### config.mk
export PLATFORM = sky130hd
export DESIGN_NAME = lcd_mode_line_timing_top_flat
export DESIGN_NICKNAME = d
export VERILOG_FILES = /design/src/hw/rtl/lcdt_pkg.sv /design/src/hw/rtl/lcdt_ifs.sv /design/src/hw/rtl/lcdt_cfg_regs.sv /design/src/hw/rtl/lcdt_core.sv /design/src/hw/rtl/lcd_mode_line_timing_top.sv /design/src/flat_wrapper.sv
export SDC_FILE = /design/constraint.sdc
export NUM_CORES = 1
export LEC_CHECK = 0
export ABC_CLOCK_PERIOD_IN_PS = 3090
export BUFFER_PORTS_ARGS = -buffer_cell sky130_fd_sc_hd__buf_4
export CAP_MARGIN = 25
export CELL_PAD_IN_SITES_DETAIL_PLACEMENT = 0
export CELL_PAD_IN_SITES_GLOBAL_PLACEMENT = 1
export CORE_MARGIN = 5
export CORE_UTILIZATION = 40
export CTS_BUF_LIST = sky130_fd_sc_hd__clkbuf_4 sky130_fd_sc_hd__clkbuf_8
export DETAILED_ROUTE_END_ITERATION = 6
export GPL_TIMING_DRIVEN = 0
export PLACE_DENSITY = 0.72
export SLEW_MARGIN = 10
export SYNTH_ARGS = -nofsm -noshare
export SYNTH_HDL_FRONTEND = slang
export SYNTH_SLANG_ARGS = --single-unit
### constraint.sdc
create_clock -name clk -period 3.09 [get_ports clk]
set_input_delay 0.309 -clock clk [delete_from_list [all_inputs] [get_ports clk]]
set_output_delay 0.309 -clock clk [all_outputs]
set_load 0.1 [all_outputs]
### src/hw/rtl/lcdt_pkg.sv
// Shared types and constants for the LCD mode and line timing block.
// Used by the interfaces, the configuration registers, the timing core and the top level.
package lcdt_pkg;

  localparam int CFG_IDX_W  = 3;
  localparam int CFG_DATA_W = 8;
  localparam int DOT_W      = 9;
  localparam int LINE_W     = 8;

  typedef logic [1:0] mode_t;

  localparam mode_t MODE_HBLANK = 2'd0;
  localparam mode_t MODE_VBLANK = 2'd1;
  localparam mode_t MODE_OAM    = 2'd2;
  localparam mode_t MODE_DRAW   = 2'd3;

  localparam logic [CFG_IDX_W-1:0] REG_LCD_ENABLE      = 3'd0;
  localparam logic [CFG_IDX_W-1:0] REG_LINE_COMPARE    = 3'd1;
  localparam logic [CFG_IDX_W-1:0] REG_SEL_HBLANK_IRQ  = 3'd2;
  localparam logic [CFG_IDX_W-1:0] REG_SEL_VBLANK_IRQ  = 3'd3;
  localparam logic [CFG_IDX_W-1:0] REG_SEL_OAM_IRQ     = 3'd4;
  localparam logic [CFG_IDX_W-1:0] REG_SEL_COMPARE_IRQ = 3'd5;

  typedef struct packed {
    logic              lcd_enable;
    logic [LINE_W-1:0] line_compare;
    logic              sel_hblank_irq;
    logic              sel_vblank_irq;
    logic              sel_oam_irq;
    logic              sel_compare_irq;
  } cfg_t;

  typedef struct packed {
    mode_t             mode;
    logic [LINE_W-1:0] line;
    logic              coincidence;
    logic              stat_irq;
    logic              vblank_irq;
    logic              line_drawn;
  } result_t;

endpackage

### src/hw/rtl/lcdt_ifs.sv
// Handshake channels of the LCD timing block: step input, status output and register writes.
// Depends on lcdt_pkg for field widths and the mode type.
interface lcdt_step_if;
  logic valid;
  logic ready;
  logic advance;

  modport source (output valid, output advance, input ready);
  modport sink   (input valid, input advance, output ready);
endinterface

interface lcdt_status_if;
  logic                      valid;
  logic                      ready;
  lcdt_pkg::mode_t           mode;
  logic [lcdt_pkg::LINE_W-1:0] line;
  logic                      coincidence;
  logic                      stat_irq;
  logic                      vblank_irq;
  logic                      line_drawn;

  modport source (output valid, output mode, output line, output coincidence,
                  output stat_irq, output vblank_irq, output line_drawn, input ready);
  modport sink   (input valid, input mode, input line, input coincidence,
                  input stat_irq, input vblank_irq, input line_drawn, output ready);
endinterface

interface lcdt_cfg_if;
  logic                            valid;
  logic                            ready;
  logic [lcdt_pkg::CFG_IDX_W-1:0]  index;
  logic [lcdt_pkg::CFG_DATA_W-1:0] data;

  modport source (output valid, output index, output data, input ready);
  modport sink   (input valid, input index, input data, output ready);
endinterface

### src/hw/rtl/lcdt_cfg_regs.sv
// Configuration register file of the LCD timing block.
// Depends on lcdt_pkg and the lcdt_cfg_if interface.
module lcdt_cfg_regs (
  input  logic             clk,
  input  logic             rst,
  lcdt_cfg_if.sink         cfg,
  output lcdt_pkg::cfg_t   regs
);

  // Writes are always taken; an index past the list is dropped.
  assign cfg.ready = 1'b1;

  always_ff @(posedge clk) begin
    if (rst) begin
      regs <= '0;
    end else if (cfg.valid) begin
      case (cfg.index)
        lcdt_pkg::REG_LCD_ENABLE:      regs.lcd_enable      <= cfg.data[0];
        lcdt_pkg::REG_LINE_COMPARE:    regs.line_compare    <= cfg.data;
        lcdt_pkg::REG_SEL_HBLANK_IRQ:  regs.sel_hblank_irq  <= cfg.data[0];
        lcdt_pkg::REG_SEL_VBLANK_IRQ:  regs.sel_vblank_irq  <= cfg.data[0];
        lcdt_pkg::REG_SEL_OAM_IRQ:     regs.sel_oam_irq     <= cfg.data[0];
        lcdt_pkg::REG_SEL_COMPARE_IRQ: regs.sel_compare_irq <= cfg.data[0];
        default: ;
      endcase
    end
  end

endmodule

### src/hw/rtl/lcdt_core.sv
// Timing core: mode, dot counter, line counter and STAT edge memory with their next-state logic.
// Depends on lcdt_pkg.
module lcdt_core #(
  parameter int DOTS_OAM_SCAN = 80,
  parameter int DOTS_DRAW     = 172,
  parameter int DOTS_PER_LINE = 456,
  parameter int VISIBLE_LINES = 144,
  parameter int TOTAL_LINES   = 154
) (
  input  logic               clk,
  input  logic               rst,
  input  logic               step,
  input  logic               advance,
  input  lcdt_pkg::cfg_t     regs,
  output lcdt_pkg::result_t  result
);

  // Thresholds are compared against a 10-bit sum, so anything above 512 acts as 512.
  localparam int OAM_END  = (DOTS_OAM_SCAN > 512) ? 512 : DOTS_OAM_SCAN;
  localparam int DRAW_END = ((DOTS_OAM_SCAN + DOTS_DRAW) > 512) ? 512
                                                               : (DOTS_OAM_SCAN + DOTS_DRAW);
  localparam int LINE_END = (DOTS_PER_LINE > 512) ? 512 : DOTS_PER_LINE;

  localparam logic [lcdt_pkg::DOT_W:0]    T_OAM   = (lcdt_pkg::DOT_W+1)'(OAM_END);
  localparam logic [lcdt_pkg::DOT_W:0]    T_DRAW  = (lcdt_pkg::DOT_W+1)'(DRAW_END);
  localparam logic [lcdt_pkg::DOT_W:0]    T_LINE  = (lcdt_pkg::DOT_W+1)'(LINE_END);
  localparam logic [lcdt_pkg::LINE_W-1:0] L_VIS   = lcdt_pkg::LINE_W'(VISIBLE_LINES);
  localparam logic [lcdt_pkg::LINE_W-1:0] L_TOTAL = lcdt_pkg::LINE_W'(TOTAL_LINES);

  lcdt_pkg::mode_t              mode;
  logic [lcdt_pkg::DOT_W-1:0]   dot_count;
  logic [lcdt_pkg::LINE_W-1:0]  cur_line;
  logic                         stat_prev;

  lcdt_pkg::mode_t              mode_next;
  logic [lcdt_pkg::DOT_W-1:0]   dot_count_next;
  logic [lcdt_pkg::LINE_W-1:0]  cur_line_next;
  logic                         stat_prev_next;

  logic [lcdt_pkg::DOT_W:0]     dot_sum;
  logic [lcdt_pkg::LINE_W-1:0]  line_inc;
  logic                         sig;
  logic                         stat_irq;
  logic                         vblank_irq;
  logic                         line_drawn;

  assign dot_sum  = {1'b0, dot_count} + (lcdt_pkg::DOT_W+1)'(2);
  assign line_inc = cur_line + lcdt_pkg::LINE_W'(1);

  always_comb begin
    mode_next      = mode;
    dot_count_next = dot_count;
    cur_line_next  = cur_line;
    stat_prev_next = stat_prev;
    sig            = 1'b0;
    stat_irq       = 1'b0;
    vblank_irq     = 1'b0;
    line_drawn     = 1'b0;
    if (!regs.lcd_enable) begin
      stat_prev_next = 1'b0;
    end else if (advance) begin
      dot_count_next = dot_sum[lcdt_pkg::DOT_W-1:0];
      case (mode)
        lcdt_pkg::MODE_OAM: begin
          sig = regs.sel_oam_irq;
          if (dot_sum >= T_OAM) mode_next = lcdt_pkg::MODE_DRAW;
        end
        lcdt_pkg::MODE_DRAW: begin
          if (dot_sum >= T_DRAW) begin
            mode_next  = lcdt_pkg::MODE_HBLANK;
            line_drawn = 1'b1;
          end
        end
        lcdt_pkg::MODE_HBLANK: begin
          sig = regs.sel_hblank_irq;
          if (dot_sum >= T_LINE) begin
            dot_count_next = '0;
            cur_line_next  = line_inc;
            if (line_inc >= L_VIS) begin
              mode_next  = lcdt_pkg::MODE_VBLANK;
              vblank_irq = 1'b1;
            end else begin
              mode_next = lcdt_pkg::MODE_OAM;
            end
          end
        end
        default: begin
          // Vblank also answers to the OAM select.
          sig = regs.sel_vblank_irq | regs.sel_oam_irq;
          if (dot_sum >= T_LINE) begin
            dot_count_next = '0;
            cur_line_next  = line_inc;
            if (line_inc == L_TOTAL) begin
              cur_line_next = '0;
              mode_next     = lcdt_pkg::MODE_OAM;
            end
          end
        end
      endcase
      if (cur_line_next == regs.line_compare) sig = sig | regs.sel_compare_irq;
      stat_irq       = sig & ~stat_prev;
      stat_prev_next = sig;
    end
  end

  always_comb begin
    result.mode        = mode_next;
    result.line        = cur_line_next;
    result.coincidence = (cur_line_next == regs.line_compare);
    result.stat_irq    = stat_irq;
    result.vblank_irq  = vblank_irq;
    result.line_drawn  = line_drawn;
  end

  always_ff @(posedge clk) begin
    if (rst) begin
      mode      <= lcdt_pkg::MODE_OAM;
      dot_count <= '0;
      cur_line  <= '0;
      stat_prev <= 1'b0;
    end else if (step) begin
      mode      <= mode_next;
      dot_count <= dot_count_next;
      cur_line  <= cur_line_next;
      stat_prev <= stat_prev_next;
    end
  end

endmodule

### src/hw/rtl/lcd_mode_line_timing_top.sv
// Top level of the LCD mode and line timing block: input register, timing core, result register.
// A step word passes the input register, then the result register; one word per cycle while the sink is ready.
// The dot and line compares and the mode update sit in combinational logic between the two registers.
// Synchronous active-high reset puts the timing at line 0, dot 0, OAM scan, registers cleared.
// Depends on lcdt_pkg, the lcdt interfaces, lcdt_cfg_regs and lcdt_core.
module lcd_mode_line_timing_top #(
  parameter int DOTS_OAM_SCAN = 80,
  parameter int DOTS_DRAW     = 172,
  parameter int DOTS_PER_LINE = 456,
  parameter int VISIBLE_LINES = 144,
  parameter int TOTAL_LINES   = 154
) (
  input  logic          clk,
  input  logic          rst,
  lcdt_step_if.sink     step,
  lcdt_status_if.source status,
  lcdt_cfg_if.sink      cfg
);

  lcdt_pkg::cfg_t    regs;
  lcdt_pkg::result_t result;

  // Input register: holds one step word until the result register can take its status.
  logic in_valid;
  logic in_advance;
  // Result register: holds one status word until the sink takes it.
  logic out_valid;
  lcdt_pkg::result_t out_word;

  logic load;

  // The core's state moves exactly when a status word is written into the result
  // register, so each step word updates the timing once and only once.
  assign load       = in_valid && (!out_valid || status.ready);
  assign step.ready = !in_valid || load;

  lcdt_cfg_regs u_cfg_regs (
    .clk  (clk),
    .rst  (rst),
    .cfg  (cfg),
    .regs (regs)
  );

  lcdt_core #(
    .DOTS_OAM_SCAN (DOTS_OAM_SCAN),
    .DOTS_DRAW     (DOTS_DRAW),
    .DOTS_PER_LINE (DOTS_PER_LINE),
    .VISIBLE_LINES (VISIBLE_LINES),
    .TOTAL_LINES   (TOTAL_LINES)
  ) u_core (
    .clk     (clk),
    .rst     (rst),
    .step    (load),
    .advance (in_advance),
    .regs    (regs),
    .result  (result)
  );

  always_ff @(posedge clk) begin
    if (rst) begin
      in_valid <= 1'b0;
    end else if (step.ready) begin
      in_valid <= step.valid;
    end
  end

  always_ff @(posedge clk) begin
    if (step.valid && step.ready) in_advance <= step.advance;
  end

  always_ff @(posedge clk) begin
    if (rst) begin
      out_valid <= 1'b0;
    end else if (load) begin
      out_valid <= 1'b1;
    end else if (status.ready) begin
      out_valid <= 1'b0;
    end
  end

  always_ff @(posedge clk) begin
    if (load) out_word <= result;
  end

  assign status.valid       = out_valid;
  assign status.mode        = out_word.mode;
  assign status.line        = out_word.line;
  assign status.coincidence = out_word.coincidence;
  assign status.stat_irq    = out_word.stat_irq;
  assign status.vblank_irq  = out_word.vblank_irq;
  assign status.line_drawn  = out_word.line_drawn;

endmodule
### src/flat_wrapper.sv
// flat-port wrapper written by rule: the top's interface ports become plain ports
module lcd_mode_line_timing_top_flat 
#(
  parameter int DOTS_OAM_SCAN = 80,
  parameter int DOTS_DRAW     = 172,
  parameter int DOTS_PER_LINE = 456,
  parameter int VISIBLE_LINES = 144,
  parameter int TOTAL_LINES   = 154
)
  (clk, rst, step_valid, step_advance, step_ready, status_valid, status_mode, status_line, status_coincidence, status_stat_irq, status_vblank_irq, status_line_drawn, status_ready, cfg_valid, cfg_index, cfg_data, cfg_ready);
  lcdt_step_if step_i ();
  lcdt_status_if status_i ();
  lcdt_cfg_if cfg_i ();
  input  logic clk;
  input  logic rst;
  input wire logic [$bits(step_i.valid)-1:0] step_valid;
  input wire logic [$bits(step_i.advance)-1:0] step_advance;
  output wire logic [$bits(step_i.ready)-1:0] step_ready;
  output wire logic [$bits(status_i.valid)-1:0] status_valid;
  output wire logic [$bits(status_i.mode)-1:0] status_mode;
  output wire logic [$bits(status_i.line)-1:0] status_line;
  output wire logic [$bits(status_i.coincidence)-1:0] status_coincidence;
  output wire logic [$bits(status_i.stat_irq)-1:0] status_stat_irq;
  output wire logic [$bits(status_i.vblank_irq)-1:0] status_vblank_irq;
  output wire logic [$bits(status_i.line_drawn)-1:0] status_line_drawn;
  input wire logic [$bits(status_i.ready)-1:0] status_ready;
  input wire logic [$bits(cfg_i.valid)-1:0] cfg_valid;
  input wire logic [$bits(cfg_i.index)-1:0] cfg_index;
  input wire logic [$bits(cfg_i.data)-1:0] cfg_data;
  output wire logic [$bits(cfg_i.ready)-1:0] cfg_ready;
  assign step_i.valid = step_valid;
  assign step_i.advance = step_advance;
  assign step_ready = step_i.ready;
  assign status_valid = status_i.valid;
  assign status_mode = status_i.mode;
  assign status_line = status_i.line;
  assign status_coincidence = status_i.coincidence;
  assign status_stat_irq = status_i.stat_irq;
  assign status_vblank_irq = status_i.vblank_irq;
  assign status_line_drawn = status_i.line_drawn;
  assign status_i.ready = status_ready;
  assign cfg_i.valid = cfg_valid;
  assign cfg_i.index = cfg_index;
  assign cfg_i.data = cfg_data;
  assign cfg_ready = cfg_i.ready;
  lcd_mode_line_timing_top #(.DOTS_OAM_SCAN(DOTS_OAM_SCAN), .DOTS_DRAW(DOTS_DRAW), .DOTS_PER_LINE(DOTS_PER_LINE), .VISIBLE_LINES(VISIBLE_LINES), .TOTAL_LINES(TOTAL_LINES)) u_core (.clk(clk), .rst(rst), .step(step_i), .status(status_i), .cfg(cfg_i));
endmodule
# --- Yosys cells after proc, flatten, opt, wreduce, memory -nomap -nowiden ---
# Index checks and enable logic that the tools add are counted.
classes:
  add_sub_neg: 2
  multipliers: 0
  div_mod_pow: 0
  order_cmp: 4
  n_eq_ne: 11
  shift: 0
  n_mux: 31
  n_bitwise: 4
  n_reduce_logical: 21
ops:
  columns: ["operator", "count"]
  rows:
  - ["8-bit 2-to-1 mux", 7]
  - ["9-bit 2-to-1 mux", 2]
  - ["8-bit equality test", 2]
  - ["2-bit 2-to-1 mux", 8]
  - ["8-bit case mux with 2 select lines", 1]
  - ["2-bit AND reduction", 8]
  - ["1-bit 2-to-1 mux", 11]
  - ["9-bit by 2-bit adder with 10-bit output, second input constant", 1]
  - ["10-bit by 7-bit greater-or-equal comparator with 1-bit output, second input constant", 1]
  - ["10-bit by 8-bit greater-or-equal comparator with 1-bit output, second input constant", 1]
  - ["10-bit by 9-bit greater-or-equal comparator with 1-bit output, second input constant", 1]
  - ["8-bit by 1-bit adder with 8-bit output, second input constant", 1]
  - ["8-bit equality test, second input constant", 1]
  - ["8-bit greater-or-equal comparator, second input constant", 1]
  - ["3-bit by 2-bit equality test with 1-bit output, second input constant", 2]
  - ["3-bit equality test, second input constant", 2]
  - ["2-bit case mux with 3 select lines", 1]
  - ["3-bit AND reduction", 2]
  - ["2-bit equality test, second input constant", 2]
  - ["4-bit AND reduction", 1]
  - ["3-bit by 1-bit equality test with 1-bit output, second input constant", 1]
  - ["3-bit zero test", 1]
  - ["1-bit case mux with 3 select lines", 1]
  - ["1-bit logical AND", 2]
  - ["other kinds (9)", 12]
word_totals:
  register_bits: 50
  latchBits: 0
  ramBits: 0
  romBits: 0
  inputBits: 17
  out_inout_bits: 17
  word_cells: 92
  n_memories: 0

# --- Depth between registers and ports, before layout ---
depth:
  word_depth: 13
  mapped_depth: 12
  mapped_depth_nobuf: 11

# --- Cells and area by module ---
# Synthesis repeated with hierarchy kept, for this count alone.
unflattened:
  hier_cells: 391
  area_unflattened_um2: 3258.1
modules_own_cells:
  columns: ["mod", "n_inst", "cells_per_inst", "area_each_um2", "seq_area_each_um2"]
  rows:
  - ["lcdt_core", 1, 308, 2088.3, 380.4]
  - ["lcdt_cfg_regs", 1, 58, 615.6, 260.2]
  - ["lcd_mode_line_timing_top", 1, 25, 554.3, 490.5]

# --- Worst setup path before layout ---
# Ideal clock, no wire load.
synth_timing:
  path_kind: "flip-flop to flip-flop"
  start: "register u_core.u_core.dot_count[2] (netlist bit)"
  end: "register u_core.out_word (netlist bit u_core.status.coincidence) (data pin)"
  setup_time_ps: 169
  t_arrival_ps: 2553
  required_time_ps: 2921
  path_slack_ps: 368
  stages_incl_launch_ff: 13
  path_buffers: 2
  period_less_slack_ps: 2722
  path_cell_list: "dfxtp_1 > ha_1 > buf_2 > a21oi_1 > o211a_1 > o31a_1 > a21o_1 > buf_6 > nand2_2 > mux2_4 > xnor2_1 > o2111ai_1 > nor4b_2"
synth_lines:
  columns: ["item", "line", "source"]
  rows:
  - ["start, declared", "lcdt_core.sv:31", "logic [lcdt_pkg::DOT_W-1:0] dot_count;"]
  - ["start signal, assigned", "lcdt_core.sv:123", "dot_count <= dot_count_next;"]
  - ["end signal, assigned", "lcd_mode_line_timing_top.sv:82", "if (load) out_word <= result;"]
  - ["end, declared", "lcd_mode_line_timing_top.sv:28", "lcdt_pkg::result_t out_word;"]

==> impl_metrics.toml <==
[status]
status = "finished clean"

[power_and_ir_drop]
pwr-share-comb_pct = 13.1
netSwitchingFraction_pct = 28.4
power.density_mw_per_mm2 = 351
leakagePower_nw = 1.28
irDropWorstVdd_mv = 0.166
clock_power_share_pct = 31.9
p_sw_uw = 352
p_int_uw = 890
seq_power_share_pct = 55.1

[cts]
root_buffer = "clkbuf_8"
clk_latency_ns = 0.31
clk_pin_slew_ns = 0.10
cts_setup_buffers = 0
clockBufferDepth = 2
cts.htree.levels = 2
clock-sinks = 49
hold_buffers = 0
cts_tree = "done"
numCtsBuffers = 5

[grt]
overflow = 0
grt_pass1_wl_um = 13600
grt_pass1_vias = 2626
grt_usage_pct = 17.7
antenna_found_initial = 0
grt_max_degree = 17

[setup_path]
critPathArrivalTime_ns = 3.11
cp_num_buf_inv = 2
cp_top_family = "simple AND/OR/NAND/NOR gates"
cpMaxStageDelayCell = "or3_4"
required_ns = 3.23
start_kind = "flip-flop"
cp-end-kind = "flip-flop"
worstPathCellList = "ha_1 -> buf_4 -> nand3_2 -> or3_4 -> nor2_2 -> a21o_1 -> buf_6 -> nand2_2 -> mux2_4 -> xnor2_1 -> o2111ai_2 -> nor4b_2"
path_max_fanout = 10
critPathMaxStageDelay_ns = 0.43
crit_type = "reg -> reg"

[timing]
max_freq_mhz = 337
min_period_ns = 2.97
skew_ns = 0.00587
relSlewSlack_pct = 42.6
hold_viol = 0
worst_slack_ns = 0.119
finalSetupViolCount = 0
fin_crit_sh_pct = 96.2
tightest_slew_ns = 0.858
grt_setup_unrepaired = "true"
slew_violations = 0

[final_layout]
drive_above_1_share_pct = 19.8
area_growth_pct = 17.4
final_util_pct = 48.5
final_nets = 414
n_antenna_cell = 0
nFillCells = 724

[synth]
synth_ff_type = "dfxtp_1"
yosysWarnings = 0
synthTopCellsByArea = "dfxtp_1 23%, edfxtp_1 15%, nor2_1 5.9%"
yosysSeqAreaShare_pct = 37.5
synth-edff-count = 15
yosysTopAreaCell = "dfxtp_1"
netlist.area_leader.share_pct = 22.6
synthCells = 355
syn-num-nets = 376
synth_area_mm2 = 0.00302
ys_ff_latch = 49
syn_avg_cell_area_um2 = 8.49
synth_common_cells = "47 x nor2_1, 34 x dfxtp_1, 26 x nand2_1"
synth_cell_type_count = 63
synth_most_common_cell = "nor2_1"
synth_async_sr_flop_share_pct = 0

[die]
die_width_um = 96.8
dieArea_mm2 = 0.00938
start_util_pct = 41.4
num_rows = 31
ios = 34
core_mm2 = 0.00729
dieHeight_um = 96.8

[placement]
pre_cts_slack_ns = -0.129
place_congestion = 0.858
dp_hpwl_um = 6050
io_buffers = 31

[detailed_routing]
drc = 0
dr.pass1.iters = 4
drtIter0Drc = 125
final_antenna_net_count = 0
wl_per_cell_um = 16.6
finalWirelength_um = 8170
viasPerCell = 5.46
via_count = 2691

[job]
cap_violations = 0

[min_path]
min_path_type = "in -> reg"
[cells by family after synthesis]
kind of cell | count (synthesis) | share of synthesized area [%]
compound gates | 77 | 17.0
fa+ha+maj | 4 | 1.66
other cells | 1 | 0.124
mux | 17 | 5.81
flops | 49 | 37.5
xor+xnor | 23 | 6.68
buf+inv | 36 | 5.97
simple gates | 148 | 25.2
[cell type report]
class	count	area [um^2]	share of cell area [%]
multi-input cells	270	1770	49.9
flip-flops and latches	49	1130	32.1
repair buffers	31	233	6.57
plain buffers	28	160	4.52
well taps	99	124	3.50
clock buffers	6	76.3	2.16
inverters	8	30.0	0.848
clock inverters	2	15.0	0.424
[power by group through the flow]
| stage | logic (mW) | registers [mW] | clock network (mW) |
|---|---|---|---|
| 2_1_floorplan | 0.0505 | 0.763 | 0 |
| 3_3_place_gp | 0.160 | 0.700 | 0 |
| 3_5_place_dp | 0.161 | 0.700 | 0 |
| 4_1_cts | 0.161 | 0.685 | 0.407 |
| 5_1_grt | 0.172 | 0.686 | 0.428 |
| 6_report | 0.162 | 0.684 | 0.396 |
[metal layers]
metal | part of all wire [%] | wire length [um] | global-route usage [%] | vias up
met1 | 44 | 3620 | 23.1 | 1278
met3 | 3.9 | 317 | 2.81 | 14
met2 | 49 | 4050 | 29.4 | 51
met4 | 2.3 | 187 | 6.48 | 0
li1 | - | - | - | 1348
met5 | 0 | 0 | 0 | -
[worst paths after layout]
check                        startpoint                         to  slack [ns]  cells after the start
max          u_core.u_core.dot_count[2]  u_core.status.coincidence        0.12                     12
min                        step_advance          u_core.in_advance        0.18                      1
max reg2reg  u_core.u_core.dot_count[2]  u_core.status.coincidence        0.12                     12
min reg2reg   u_core.u_cfg_regs.regs[3]  u_core.u_cfg_regs.regs[3]        0.52                      2
[flip-flops by register name, summed over array words and instances (netlist names)]
signal                     cells
u_core.status.mode             2
u_core.status.valid            1
u_core.status.line_drawn       1
u_core.u_core.mode             2
u_core.u_cfg_regs.regs        13
u_core.status.stat_irq         1
u_core.status.line             8
u_core.status.vblank_irq       1
u_core.in_advance              1
u_core.in_valid                1
u_core.u_core.cur_line         8
u_core.status.coincidence      1
u_core.u_core.dot_count        8
u_core.u_core.stat_prev        1
[placed cells by master, fill, tap and decap left out, types with 4 or more instances in the layout]
cell type and instances:
a211oi_1 4, a21oi_1 20, and3_1 6, buf_2 8
buf_4 34, clkbuf_1 12, clkbuf_8 5, dfxtp_1 33
edfxtp_1 15, inv_1 8, mux2i_1 16, nand2_1 26
nand2b_1 5, nand3_1 18, nor2_1 47, nor3_1 11
nor4_1 5, o21a_1 4, o21ai_0 12, o21ai_1 5
xnor2_1 12, xor2_1 11
[per-stage QoR]
step | area (um^2) | power (mW) | hold slack (ns) | setup TNS [ns] | cells
2_1_floorplan | 3020 | 0.813 | 0.408 | 0 | 355
3_3_place_gp | 3370 | 0.860 | 0.489 | -0.347 | 485
3_5_place_dp | 3370 | 0.861 | 0.490 | -0.374 | 485
4_1_cts | 3470 | 1.25 | 0.167 | 0 | 493
5_1_grt | 3540 | 1.29 | 0.167 | -0.0444 | 493
6_report | 3540 | 1.24 | 0.176 | 0 | 493
[timing repair]
item                       4_1_cts  5_1_grt
resized for setup                3       16
setup endpoints to repair        3        3
hold endpoints to repair         0        0
pin swaps                        0        2
cloned                           0        0
No activity file was read; power rests on OpenSTA's default activity.
